`src/sv/sofc_pkg.sv`:
```
`timescale 1ns / 1ps
// ----------------------------------------------------------------------------
// sofc_pkg
// shared widths, register codes, command types and rounding helpers for the
// second-order complementary filter
// ----------------------------------------------------------------------------
package sofc_pkg;

    localparam int DATA_W     = 32;   // Q16.16 sample and state width
    localparam int WK_W       = 16;   // weight k, Q0.16
    localparam int DT_W       = 24;   // step time, Q0.24
    localparam int Q_FRAC     = 16;
    localparam int DT_FRAC    = 24;
    localparam int OMK_W      = 17;   // 1 - k, range 1 .. 65536
    localparam int ERR_W      = 33;
    localparam int C1_W       = 17;
    localparam int X1_W       = 34;
    localparam int X2_W       = 35;
    localparam int RATE_W     = 37;
    localparam int SUM_W      = 36;   // state update before clamping
    localparam int MA_W       = 37;   // multiplier operand a, signed
    localparam int MB_W       = 26;   // multiplier operand b, signed
    localparam int PROD_W     = MA_W + MB_W;
    localparam int CFG_IDX_W  = 1;
    localparam int CFG_DATA_W = 24;

    localparam logic [CFG_IDX_W-1:0] REG_WEIGHT_K  = 1'd0;
    localparam logic [CFG_IDX_W-1:0] REG_STEP_TIME = 1'd1;

    localparam logic [WK_W-1:0]  WEIGHT_K_RESET  = 16'd13107;
    localparam logic [DT_W-1:0]  STEP_TIME_RESET = 24'd251658;
    localparam logic [OMK_W-1:0] OMK_ONE         = 17'h10000;

    // operand pair routed into the shared multiplier
    typedef enum logic [2:0] {
        MS_OMK_OMK  = 3'd0,
        MS_ERR_2OMK = 3'd1,
        MS_ERR_C1   = 3'd2,
        MS_X1_DT    = 3'd3,
        MS_RATE_DT  = 3'd4
    } sofc_mul_sel_t;

    typedef struct packed {
        logic          load;       // take sample, form error
        sofc_mul_sel_t mul_sel;
        logic          c1_en;
        logic          x2_en;
        logic          x1_en;
        logic          integ_en;
        logic          rate_en;
        logic          angle_en;   // update estimate and load output
    } sofc_cmd_t;

    typedef struct packed {
        logic out_free;
    } sofc_sts_t;

    // round half up, then arithmetic shift right
    function automatic logic signed [PROD_W-1:0] round_shr(
        input logic signed [PROD_W-1:0] v,
        input int unsigned              n
    );
        logic signed [PROD_W-1:0] half;
        half = PROD_W'(1) <<< (n - 1);
        return (v + half) >>> n;
    endfunction

    // clamp to the signed 32-bit range
    function automatic logic signed [DATA_W-1:0] sat32(
        input logic signed [SUM_W-1:0] v
    );
        if (v > $signed({{(SUM_W-DATA_W+1){1'b0}}, {(DATA_W-1){1'b1}}}))
            return $signed({1'b0, {(DATA_W-1){1'b1}}});
        else if (v < $signed({{(SUM_W-DATA_W+1){1'b1}}, {(DATA_W-1){1'b0}}}))
            return $signed({1'b1, {(DATA_W-1){1'b0}}});
        else
            return v[DATA_W-1:0];
    endfunction

endpackage

```
`src/sv/sofc_stream_if.sv`:
```
`timescale 1ns / 1ps
// ----------------------------------------------------------------------------
// sofc stream interfaces
// valid/ready channels for samples in and angle estimates out
// ----------------------------------------------------------------------------
interface sofc_in_if import sofc_pkg::*; ();
    logic                     valid;
    logic                     ready;
    logic signed [DATA_W-1:0] accel_angle;
    logic signed [DATA_W-1:0] gyro_rate;

    modport source (output valid, output accel_angle, output gyro_rate, input ready);
    modport sink   (input valid, input accel_angle, input gyro_rate, output ready);
endinterface

interface sofc_out_if import sofc_pkg::*; ();
    logic                     valid;
    logic                     ready;
    logic signed [DATA_W-1:0] angle_estimate;

    modport source (output valid, output angle_estimate, input ready);
    modport sink   (input valid, input angle_estimate, output ready);
endinterface

```
`src/sv/sofc_ctrl.sv`:
```
`timescale 1ns / 1ps
// ----------------------------------------------------------------------------
// sofc_ctrl
// sequencer that steps one sample through the shared multiplier schedule
// ----------------------------------------------------------------------------
module sofc_ctrl import sofc_pkg::*; (
    input  logic      clk,
    input  logic      rst_n,
    input  logic      in_valid,
    output logic      in_ready,
    input  sofc_sts_t sts,
    output sofc_cmd_t cmd
);

    typedef enum logic [9:0] {
        S_IDLE = 10'b00_0000_0001,
        S_C1   = 10'b00_0000_0010,
        S_X2   = 10'b00_0000_0100,
        S_X1   = 10'b00_0000_1000,
        S_RX1  = 10'b00_0001_0000,
        S_MI   = 10'b00_0010_0000,
        S_UI   = 10'b00_0100_0000,
        S_RATE = 10'b00_1000_0000,
        S_MF   = 10'b01_0000_0000,
        S_UF   = 10'b10_0000_0000
    } state_t;

    state_t state_reg;
    state_t state_next;

    always_comb
    begin
        state_next = state_reg;
        cmd        = '0;
        in_ready   = (state_reg == S_IDLE);
        unique case (state_reg)
            S_IDLE:
            begin
                if (in_valid)
                begin
                    cmd.load   = 1'b1;
                    state_next = S_C1;
                end
            end
            S_C1:
            begin
                cmd.mul_sel = MS_OMK_OMK;
                state_next  = S_X2;
            end
            S_X2:
            begin
                cmd.mul_sel = MS_ERR_2OMK;
                cmd.c1_en   = 1'b1;
                state_next  = S_X1;
            end
            S_X1:
            begin
                cmd.mul_sel = MS_ERR_C1;
                cmd.x2_en   = 1'b1;
                state_next  = S_RX1;
            end
            S_RX1:
            begin
                cmd.x1_en  = 1'b1;
                state_next = S_MI;
            end
            S_MI:
            begin
                cmd.mul_sel = MS_X1_DT;
                state_next  = S_UI;
            end
            S_UI:
            begin
                cmd.integ_en = 1'b1;
                state_next   = S_RATE;
            end
            S_RATE:
            begin
                cmd.rate_en = 1'b1;
                state_next  = S_MF;
            end
            S_MF:
            begin
                cmd.mul_sel = MS_RATE_DT;
                state_next  = S_UF;
            end
            S_UF:
            begin
                // hold the product steady while the output slot is busy
                cmd.mul_sel = MS_RATE_DT;
                if (sts.out_free)
                begin
                    cmd.angle_en = 1'b1;
                    state_next   = S_IDLE;
                end
            end
            default:
            begin
                state_next = S_IDLE;
            end
        endcase
    end

    always_ff @(posedge clk or negedge rst_n)
    begin
        if (!rst_n)
            state_reg <= S_IDLE;
        else
            state_reg <= state_next;
    end

endmodule

```
`src/sv/sofc_datapath.sv`:
```
`timescale 1ns / 1ps
// ----------------------------------------------------------------------------
// sofc_datapath
// filter state, shared multiplier, rounding, clamping and output register
// ----------------------------------------------------------------------------
module sofc_datapath import sofc_pkg::*; (
    input  logic                     clk,
    input  logic                     rst_n,
    input  sofc_cmd_t                cmd,
    output sofc_sts_t                sts,
    input  logic signed [DATA_W-1:0] accel_angle,
    input  logic signed [DATA_W-1:0] gyro_rate,
    input  logic [WK_W-1:0]          weight_k,
    input  logic [DT_W-1:0]          step_time,
    output logic                     out_valid,
    input  logic                     out_ready,
    output logic signed [DATA_W-1:0] angle_estimate
);

    logic signed [ERR_W-1:0]  err_reg;
    logic signed [DATA_W-1:0] gyro_reg;
    logic [C1_W-1:0]          c1_reg;
    logic signed [X2_W-1:0]   x2_reg;
    logic signed [X1_W-1:0]   x1_reg;
    logic signed [RATE_W-1:0] rate_reg;
    logic signed [PROD_W-1:0] prod_reg;
    logic signed [DATA_W-1:0] integ_reg;
    logic signed [DATA_W-1:0] angle_reg;
    logic signed [DATA_W-1:0] out_data_reg;
    logic                     out_valid_reg;

    logic [OMK_W-1:0]         omk;
    logic signed [MA_W-1:0]   mul_a;
    logic signed [MB_W-1:0]   mul_b;
    logic signed [PROD_W-1:0] rnd_q;
    logic signed [PROD_W-1:0] rnd_dt;
    logic signed [SUM_W-1:0]  integ_sum;
    logic signed [SUM_W-1:0]  angle_sum;
    logic signed [DATA_W-1:0] angle_next;

    assign omk = OMK_ONE - {1'b0, weight_k};

    always_comb
    begin
        unique case (cmd.mul_sel)
            MS_OMK_OMK:
            begin
                mul_a = $signed({{(MA_W-OMK_W){1'b0}}, omk});
                mul_b = $signed({{(MB_W-OMK_W){1'b0}}, omk});
            end
            MS_ERR_2OMK:
            begin
                mul_a = MA_W'(err_reg);
                mul_b = $signed({{(MB_W-OMK_W-1){1'b0}}, omk, 1'b0});
            end
            MS_ERR_C1:
            begin
                mul_a = MA_W'(err_reg);
                mul_b = $signed({{(MB_W-C1_W){1'b0}}, c1_reg});
            end
            MS_X1_DT:
            begin
                mul_a = MA_W'(x1_reg);
                mul_b = $signed({{(MB_W-DT_W){1'b0}}, step_time});
            end
            MS_RATE_DT:
            begin
                mul_a = rate_reg;
                mul_b = $signed({{(MB_W-DT_W){1'b0}}, step_time});
            end
            default:
            begin
                mul_a = '0;
                mul_b = '0;
            end
        endcase
    end

    assign rnd_q      = round_shr(prod_reg, Q_FRAC);
    assign rnd_dt     = round_shr(prod_reg, DT_FRAC);
    assign integ_sum  = SUM_W'(integ_reg) + SUM_W'(rnd_dt);
    assign angle_sum  = SUM_W'(angle_reg) + SUM_W'(rnd_dt);
    assign angle_next = sat32(angle_sum);

    // working registers
    always_ff @(posedge clk)
    begin
        prod_reg <= mul_a * mul_b;
        if (cmd.load)
        begin
            err_reg  <= ERR_W'(accel_angle) - ERR_W'(angle_reg);
            gyro_reg <= gyro_rate;
        end
        if (cmd.c1_en)
            c1_reg <= rnd_q[C1_W-1:0];
        if (cmd.x2_en)
            x2_reg <= rnd_q[X2_W-1:0];
        if (cmd.x1_en)
            x1_reg <= rnd_q[X1_W-1:0];
        if (cmd.rate_en)
            rate_reg <= RATE_W'(integ_reg) + RATE_W'(x2_reg) + RATE_W'(gyro_reg);
        if (cmd.angle_en)
            out_data_reg <= angle_next;
    end

    // filter state and output valid
    always_ff @(posedge clk or negedge rst_n)
    begin
        if (!rst_n)
        begin
            integ_reg     <= '0;
            angle_reg     <= '0;
            out_valid_reg <= 1'b0;
        end
        else
        begin
            if (cmd.integ_en)
                integ_reg <= sat32(integ_sum);
            if (cmd.angle_en)
            begin
                angle_reg     <= angle_next;
                out_valid_reg <= 1'b1;
            end
            else if (out_ready)
                out_valid_reg <= 1'b0;
        end
    end

    assign sts.out_free    = !out_valid_reg || out_ready;
    assign out_valid       = out_valid_reg;
    assign angle_estimate  = out_data_reg;

endmodule

```
`src/sv/second_order_complementary_filter_core.sv`:
```
`timescale 1ns / 1ps
// ----------------------------------------------------------------------------
// second_order_complementary_filter_core
// one-axis tilt fusion of accelerometer angle and gyroscope rate
// ----------------------------------------------------------------------------
// Each sample transaction (accelerometer angle and gyro rate, signed Q16.16)
// yields one angle estimate transaction, signed Q16.16, clamped to the 32-bit
// range. The error is formed at the edge that accepts the sample, and the
// estimate is registered at the output after a schedule of steps through the
// single shared 37x26 multiplier, which computes five products in turn
// ((1-k)^2, 2(1-k)*err, err*c1, x1*dt, rate*dt), each registered and rounded
// before the next use. The sequencer is back in idle at the edge that
// registers the estimate. One sample is in flight at a time; a new sample is
// taken as soon as the previous estimate has been written to the output
// register, even if that estimate is still waiting to be taken. The last step
// of the schedule stalls while an earlier estimate still sits untaken in the
// output register. weight_k (index 0) and step_time (index 1) are written
// through the configuration port; the user must write them only while no
// sample is in flight, as the core itself does not enforce this.
// ----------------------------------------------------------------------------
module second_order_complementary_filter_core import sofc_pkg::*; (
    input  logic                  clk,
    input  logic                  rst_n,
    sofc_in_if.sink               sample,
    sofc_out_if.source            result,
    input  logic                  cfg_write_en,
    input  logic [CFG_IDX_W-1:0]  cfg_index,
    input  logic [CFG_DATA_W-1:0] cfg_data
);

    // configuration registers
    logic [WK_W-1:0] weight_k_reg;
    logic [DT_W-1:0] step_time_reg;

    sofc_cmd_t cmd;
    sofc_sts_t sts;

    always_ff @(posedge clk or negedge rst_n)
    begin
        if (!rst_n)
        begin
            weight_k_reg  <= WEIGHT_K_RESET;
            step_time_reg <= STEP_TIME_RESET;
        end
        else if (cfg_write_en)
        begin
            unique case (cfg_index)
                REG_WEIGHT_K:  weight_k_reg  <= cfg_data[WK_W-1:0];
                REG_STEP_TIME: step_time_reg <= cfg_data[DT_W-1:0];
                default:       ;
            endcase
        end
    end

    // sequencer: issues one command word per cycle
    sofc_ctrl u_ctrl (
        .clk      (clk),
        .rst_n    (rst_n),
        .in_valid (sample.valid),
        .in_ready (sample.ready),
        .sts      (sts),
        .cmd      (cmd)
    );

    // arithmetic, filter state and output register
    sofc_datapath u_datapath (
        .clk            (clk),
        .rst_n          (rst_n),
        .cmd            (cmd),
        .sts            (sts),
        .accel_angle    (sample.accel_angle),
        .gyro_rate      (sample.gyro_rate),
        .weight_k       (weight_k_reg),
        .step_time      (step_time_reg),
        .out_valid      (result.valid),
        .out_ready      (result.ready),
        .angle_estimate (result.angle_estimate)
    );

    // a sample is never taken back to back: the sequencer goes busy
    assert property (@(posedge clk) disable iff (!rst_n)
        (sample.valid && sample.ready) |=> !sample.ready)
        else $error("sample accepted while previous transaction in flight");

    // the estimate is only committed when the output slot can take it
    assert property (@(posedge clk) disable iff (!rst_n)
        cmd.angle_en |-> (!result.valid || result.ready))
        else $error("estimate committed over a pending result");

    // a committed estimate shows up at the output next cycle
    assert property (@(posedge clk) disable iff (!rst_n)
        cmd.angle_en |=> result.valid)
        else $error("committed estimate missing at output");

    // the input is only taken when the sequencer issues a load
    assert property (@(posedge clk) disable iff (!rst_n)
        (sample.valid && sample.ready) |-> cmd.load)
        else $error("sample accepted without load command");

endmodule

```
`src/flat_wrapper.sv`:
```
// flat-port wrapper written by rule: the top's interface ports become plain ports
module second_order_complementary_filter_core_flat import sofc_pkg::*;
  (clk, rst_n, cfg_write_en, cfg_index, cfg_data, sample_valid, sample_accel_angle, sample_gyro_rate, sample_ready, result_valid, result_angle_estimate, result_ready);
  sofc_in_if sample_i ();
  sofc_out_if result_i ();
  input  logic clk;
  input  logic rst_n;
  input  logic cfg_write_en;
  input  logic [CFG_IDX_W-1:0] cfg_index;
  input  logic [CFG_DATA_W-1:0] cfg_data;
  input wire logic [$bits(sample_i.valid)-1:0] sample_valid;
  input wire logic [$bits(sample_i.accel_angle)-1:0] sample_accel_angle;
  input wire logic [$bits(sample_i.gyro_rate)-1:0] sample_gyro_rate;
  output wire logic [$bits(sample_i.ready)-1:0] sample_ready;
  output wire logic [$bits(result_i.valid)-1:0] result_valid;
  output wire logic [$bits(result_i.angle_estimate)-1:0] result_angle_estimate;
  input wire logic [$bits(result_i.ready)-1:0] result_ready;
  assign sample_i.valid = sample_valid;
  assign sample_i.accel_angle = sample_accel_angle;
  assign sample_i.gyro_rate = sample_gyro_rate;
  assign sample_ready = sample_i.ready;
  assign result_valid = result_i.valid;
  assign result_angle_estimate = result_i.angle_estimate;
  assign result_i.ready = result_ready;
  second_order_complementary_filter_core u_core (.clk(clk), .rst_n(rst_n), .sample(sample_i), .result(result_i), .cfg_write_en(cfg_write_en), .cfg_index(cfg_index), .cfg_data(cfg_data));
endmodule
```
`config.mk`:
```
export PLATFORM = sky130hd
export DESIGN_NAME = second_order_complementary_filter_core_flat
export DESIGN_NICKNAME = d
export VERILOG_FILES = /design/src/sv/sofc_pkg.sv /design/src/sv/sofc_stream_if.sv /design/src/sv/sofc_ctrl.sv /design/src/sv/sofc_datapath.sv /design/src/sv/second_order_complementary_filter_core.sv /design/src/flat_wrapper.sv
export SDC_FILE = /design/constraint.sdc
export NUM_CORES = 2
export LEC_CHECK = 0
export BUFFER_PORTS_ARGS = -buffer_cell sky130_fd_sc_hd__buf_2
export CORE_ASPECT_RATIO = 0.9
export CORE_MARGIN = 2
export CORE_UTILIZATION = 40
export CTS_CLUSTER_DIAMETER = 50
export DETAILED_ROUTE_END_ITERATION = 8
export GPL_TIMING_DRIVEN = 0
export PLACE_DENSITY = 0.58
export SETUP_SLACK_MARGIN = 0.1
export SLEW_MARGIN = 0
export SYNTH_ARGS = -nofsm -noshare
export SYNTH_HDL_FRONTEND = slang
export SYNTH_SLANG_ARGS = --single-unit
```
`constraint.sdc`:
```
create_clock -name clk -period 30.3 [get_ports clk]
set_input_delay 3.03 -clock clk [delete_from_list [all_inputs] [get_ports clk]]
set_output_delay 3.03 -clock clk [all_outputs]
set_load 0.02 [all_outputs]
```
# Yosys cells after proc, flatten, opt, wreduce, memory -nomap -nowiden
# Index checks and enable logic that the tools add are counted.
[word_totals]
ff_bits = 395
input_bits = 94
output_inout_bits = 34
word_cells = 75
[classes]
n_addsub = 8
n_mul = 1
magnitude_cmp = 4
n_eq_ne = 16
mux = 21
n_bitwise = 1
reduce_logical = 10
[op_table]
columns = ["op", "count"]
rows = [
  ["37-bit case mux with 4 select lines", 1],
  ["32-bit 2-to-1 mux", 4],
  ["10-bit case mux with 10 select lines", 1],
  ["24-bit case mux with 4 select lines", 1],
  ["32-bit by 36-bit adder with 36-bit output", 2],
  ["36-bit by 32-bit > comparator with 1-bit output, second input constant", 2],
  ["36-bit by 32-bit less-than comparator with 1-bit output, second input constant", 2],
  ["60-bit by 25-bit adder with 60-bit output, second input constant", 1],
  ["37-bit by 25-bit multiplier with 60-bit output", 1],
  ["51-bit by 17-bit adder with 51-bit output, second input constant", 1],
  ["36-bit by 32-bit adder with 37-bit output", 1],
  ["32-bit by 35-bit adder with 36-bit output", 1],
  ["32-bit by 32-bit subtractor with 33-bit output", 1],
  ["10-bit 2-to-1 mux", 2],
  ["17-bit by 16-bit subtractor with 17-bit output, first input constant", 1],
  ["3-bit case mux with 4 select lines", 1],
  ["1-bit 2-to-1 mux", 11],
  ["10-bit by 1-bit equality test with 1-bit output, second input constant", 1],
  ["10-bit equality test, second input constant", 1],
  ["10-bit by 2-bit equality test with 1-bit output, second input constant", 1],
  ["10-bit by 3-bit equality test with 1-bit output, second input constant", 1],
  ["10-bit by 4-bit equality test with 1-bit output, second input constant", 1],
  ["10-bit by 5-bit equality test with 1-bit output, second input constant", 1],
  ["10-bit by 6-bit equality test with 1-bit output, second input constant", 1],
  ["15 further kinds", 20],
]

# Depth between registers and ports, before layout
[logic_depth]
word_depth = 7
mapped_depth = 38
mapped_depth_nobuf = 36

# Cells and area by module
# Synthesis repeated with hierarchy kept, for this count alone.
[unflattened]
cells_unflattened = 5593
hier_area_um2 = 52674.3
[by_module_without_submodules]
columns = ["module", "instances", "cells_per_inst", "area_each_um2", "seq_area_each_um2"]
rows = [
  ["sofc_datapath", 1, 5449, 50367.1, 9133.8],
  ["second_order_complementary_filter_core", 1, 86, 1660.3, 1023.5],
  ["sofc_ctrl", 1, 58, 646.9, 251.5],
]

# Worst setup path before layout
# No wires, ideal clock.
[synth_timing]
path_type = "register to register"
from = "reg u_core.u_ctrl.state_reg[9]"
to = "reg u_core.u_datapath.prod_reg[59]"
setup_ps = 124
arrival_ps = 9988
required_ps = 30176
setup_slack_ps = 20188
stages_incl_launch_ff = 35
n_path_buf = 5
period_less_slack_ps = 10112
path_cell_list = "dfrtp_1 > buf_2 > or4_1 > buf_2 > nor4_4 > clkbuf_1 > a222oi_1 > nand2_1 > clkbuf_1 > nand2_1 > fa_1 > inv_1 > fa_1 > inv_1 > fa_1 > inv_1 > fa_1 > ha_1 > fa_1 > inv_1 > fa_1 > inv_1 > ha_1 > clkbuf_1 > nand4_1 > nor4_1 > or4b_4 > a2111oi_4 > o2111ai_2 > o211ai_2 > a21bo_1 > nand3_1 > o21ai_2 > a311oi_1 > xnor2_1"
[synth_between]
elab_chain_cells = 7
word_cells_on_any_way = 17
classes_between = "1 x mul; 9 x eq/ne; 3 x mux; 4 x reduce/logical"
[synth_rtl]
columns = ["element", "line_no", "source"]
rows = [
  ["start: declaration", "sofc_ctrl.sv:28", "state_t state_reg;"],
  ["start signal: assignment", "sofc_ctrl.sv:109", "state_reg <= state_next;"],
  ["10-bit equality test or 10-bit by 9-bit equality test with 1-bit output (tied branches)", "sofc_ctrl.sv:36", "unique case (state_reg)"],
  ["2-bit OR reduction (no source line)", "n/a", ""],
  ["3-bit case mux with 4 select lines (*)", "sofc_ctrl.sv:36", ""],
  ["3-bit by 2-bit equality test with 1-bit output (tied with other cells)", "sofc_datapath.sv:45", "unique case (cmd.mul_sel)"],
  ["2-bit OR reduction (no source line)", "n/a", ""],
  ["37-bit case mux with 4 select lines or 24-bit case mux with 4 select lines (tied branches)", "sofc_datapath.sv:45", ""],
  ["37-bit by 25-bit multiplier with 60-bit output (*)", "sofc_datapath.sv:88", "prod_reg <= mul_a * mul_b;"],
  ["end signal: assignment", "sofc_datapath.sv:88", ""],
  ["end: declaration", "sofc_datapath.sv:26", "logic signed [PROD_W-1:0] prod_reg;"],
]
# Every way passes the cells marked *; elsewhere a longest branch is shown, timed or not.
# A chain may end at the register's enable or synchronous reset.

# Worst setup path in the final report
[layout_timing]
from = "reg u_core.u_ctrl.state_reg[2]"
to = "reg u_core.u_datapath.prod_reg[58]"
# The elaborated chain is that of the path after synthesis.

==> results.sh <==
export IMPL_antenna_found_initial=10
export IMPL_synth_seq_area_share_pct=20.24
export IMPL_start_util_pct=40.42
export IMPL_cp_common_cell="fa_1"
export IMPL_grt_start_max_net_pins=70
export IMPL_hpwl_mm=148.6
export IMPL_timing_fmax_mhz=80.33
export IMPL_synth_cells=5466
export IMPL_hold_ws_ps=529.1
export IMPL_cts_tree="done"
export IMPL_fp_row_count=124
export IMPL_endpoint_kind="register"
export IMPL_hold_violations=0
export IMPL_grt_pass1_wl_mm=263.5
export IMPL_insertion_delay_ps=580
export IMPL_post_cts_buffers=0
export IMPL_arrival_ps=12910
export IMPL_die_h_um=344.1
export IMPL_synthesis_nets=6777
export IMPL_ios=128
export IMPL_cts_buffers=41
export IMPL_synth_area_per_cell_um2=9.407
export IMPL_worstPathRequired_ps=30760
export IMPL_fin_tns_setup_ps=0
export IMPL_avgRoutedWirePerCell_um=24.02
export IMPL_cts_sinks=380
export IMPL_cpPeakStageDelay_ps=1010
export IMPL_timing_final_crit_period_ps=12450
export IMPL_cp_max_fo=10
export IMPL_ant_nets=0
export IMPL_largest_register_ffs=45
export IMPL_tightestPinTransition_ps=1505
export IMPL_fin_crit_sh_pct=41.08
export IMPL_start_kind="register"
export IMPL_vias=39540
export IMPL_synth_async_reset_ratio_pct=30.26
export IMPL_coreArea_um2=127200
export IMPL_ys_flop_type="edfxtp_1"
export IMPL_drc=0
export IMPL_maxCapViolCount=1
export IMPL_netlist_area_um2=51420
export IMPL_area_delta_synth_final_pct=8.490
export IMPL_hp_class="register to register"
export IMPL_violations="capacitance limit, slew limit"
export IMPL_final_nets=6959
export IMPL_place_gp_congestion=0.9959
export IMPL_drv_slew=9
export IMPL_finalWirelength_mm=177.4
export IMPL_cts_clk_slew_worst_paths_ps=70
export IMPL_grt_usage_pct=27.38
export IMPL_slew_headroom_pct=-0.6897
export IMPL_grt_overflow=0
export IMPL_finish_utilization_pct=43.85
export IMPL_io_buffers=127
export IMPL_dpl_cell_area_um2=54420
export IMPL_dieArea_um2=131400
export IMPL_design_area_um2=55780
export IMPL_cts_resized_gates=0
export IMPL_clock_path_buffers=3
export IMPL_path_class="register to register"
export IMPL_grt_pass1_vias=39920
export IMPL_clockRootBuffer="clkbuf_16"
export IMPL_drive_gt1_share_pct=5.107
export IMPL_htreeDepth=2
export IMPL_synth_edf_count=220
export IMPL_drtIter0Drc=3779
export IMPL_drt_pass1_iter_count=7
export IMPL_ys_ff_latch=380
export IMPL_cpMaxStageDelayCell="nor2_1"
export IMPL_finalSetupViolations=0
export IMPL_synth_distinct_cells=80
export IMPL_status="complete, but fails checks"
export IMPL_hold_buffers=0
export IMPL_fp_dieW_um=381.9
export IMPL_viasPerCell=5.355
export IMPL_finClkSkew_ps=19.73
export IMPL_yosysWarnings=0
export IMPL_grt_setup_unrepaired="no"
[kinds of logic (layout without fill, tap and decap cells)]
logic type	Yosys count	in the layout	synth area share (%)
xor gates and xnor gates	255	255	4.343
adders and majority gates	1217	1217	43.03
muxes	41	41	0.8930
DFF	380	380	20.24
AOI/OAI and AO/OA	635	635	8.376
other	0	3	0
and+or+nand+nor	1610	1610	13.41
buffers and inverters	1328	1541	9.704
[cell type report]
type,instances,area [µm²]
diodes,3,7.507
plain buffers,217,823.3
clock buffers,57,1146
clock inverters,17,214.0
fillers,12570,71440
inverters,1111,4170
multi-input cells,3758,36060
flip-flops and latches,380,10410
well taps,1701,2128
repair buffers,139,830.8
[stage by stage]
step,cells,setup slack [ps]
2_1_floorplan,5466,20190
3_3_place_gp,7294,15970
3_5_place_dp,7306,17670
4_1_cts,7380,17640
5_1_grt,7380,17360
6_report,7383,17850
[layer usage]
layer | track usage, % | vias to the layer above | wire [µm]
li1 | - | 17380 | -
met1 | 38.79 | 20100 | 77280
met2 | 39.92 | 1646 | 73820
met3 | 7.520 | 398 | 18120
met4 | 10.42 | 16 | 8037
met5 | 0 | - | 105
[worst max-delay path: cells and delay by family, from the launching register on]
kind	cells	cell delay, ps
compound gates	7	2170
buf+inv	9	2330
flops	1	440
simple gates	10	3790
fa+ha+maj	8	3570
[worst paths after layout]
kind | startpoint | end | slack [ps] | cells after the start
setup / recovery | u_core.u_ctrl.state_reg[2] | u_core.u_datapath.prod_reg[58] | 17850 | 34
hold / removal | u_core.step_time_reg[4] | u_core.step_time_reg[4] | 530 | 1
setup reg to reg | u_core.u_ctrl.state_reg[2] | u_core.u_datapath.prod_reg[58] | 17850 | 34
hold reg to reg | u_core.step_time_reg[4] | u_core.step_time_reg[4] | 530 | 1
max in group asynchronous | rst_n | u_core.step_time_reg[17] | 27020 | 2
min in group asynchronous | rst_n | u_core.u_datapath.angle_reg[28] | 2410 | 1
[Yosys cell counts (24+ instances only)]
library cell	number	area share (%)
inv_1	1111	8.1
nand3_1	60	0.58
mux2_2	39	0.85
dfxtp_1	45	1.8
fa_1	919	36
xnor2_1	172	2.9
o21a_1	32	0.47
nor2b_1	27	0.33
o21ai_0	94	0.91
a21o_1	108	1.6
nor2_1	477	3.5
edfxtp_1	220	13
a21oi_1	180	1.8
nand2b_1	40	0.49
and2_1	67	0.82
a221o_1	29	0.56
clkbuf_1	199	1.5
nand4_1	25	0.30
nand2_1	779	5.7
a222oi_1	26	0.51
dfrtp_1	96	4.7
o21bai_1	24	0.35
xor2_1	83	1.4
nor3_1	42	0.41
ha_1	298	7.3
[layout by cell type, fill, tap and decap left out, types with 45 or more instances in the layout]
cell / n
inv_1: 1111
fa_1: 919
nand2_1: 779
nor2_1: 477
ha_1: 298
edfxtp_1: 220
clkbuf_1: 207
a21oi_1: 180
xnor2_1: 172
buf_2: 132
a21o_1: 108
dfrtp_1: 96
o21ai_0: 94
xor2_1: 83
and2_1: 66
nand3_1: 60
dfxtp_1: 45
Power is left out: the tool's default activity adds up to more than one toggle a clock period on the data nets, which glitch-free logic cannot reach.
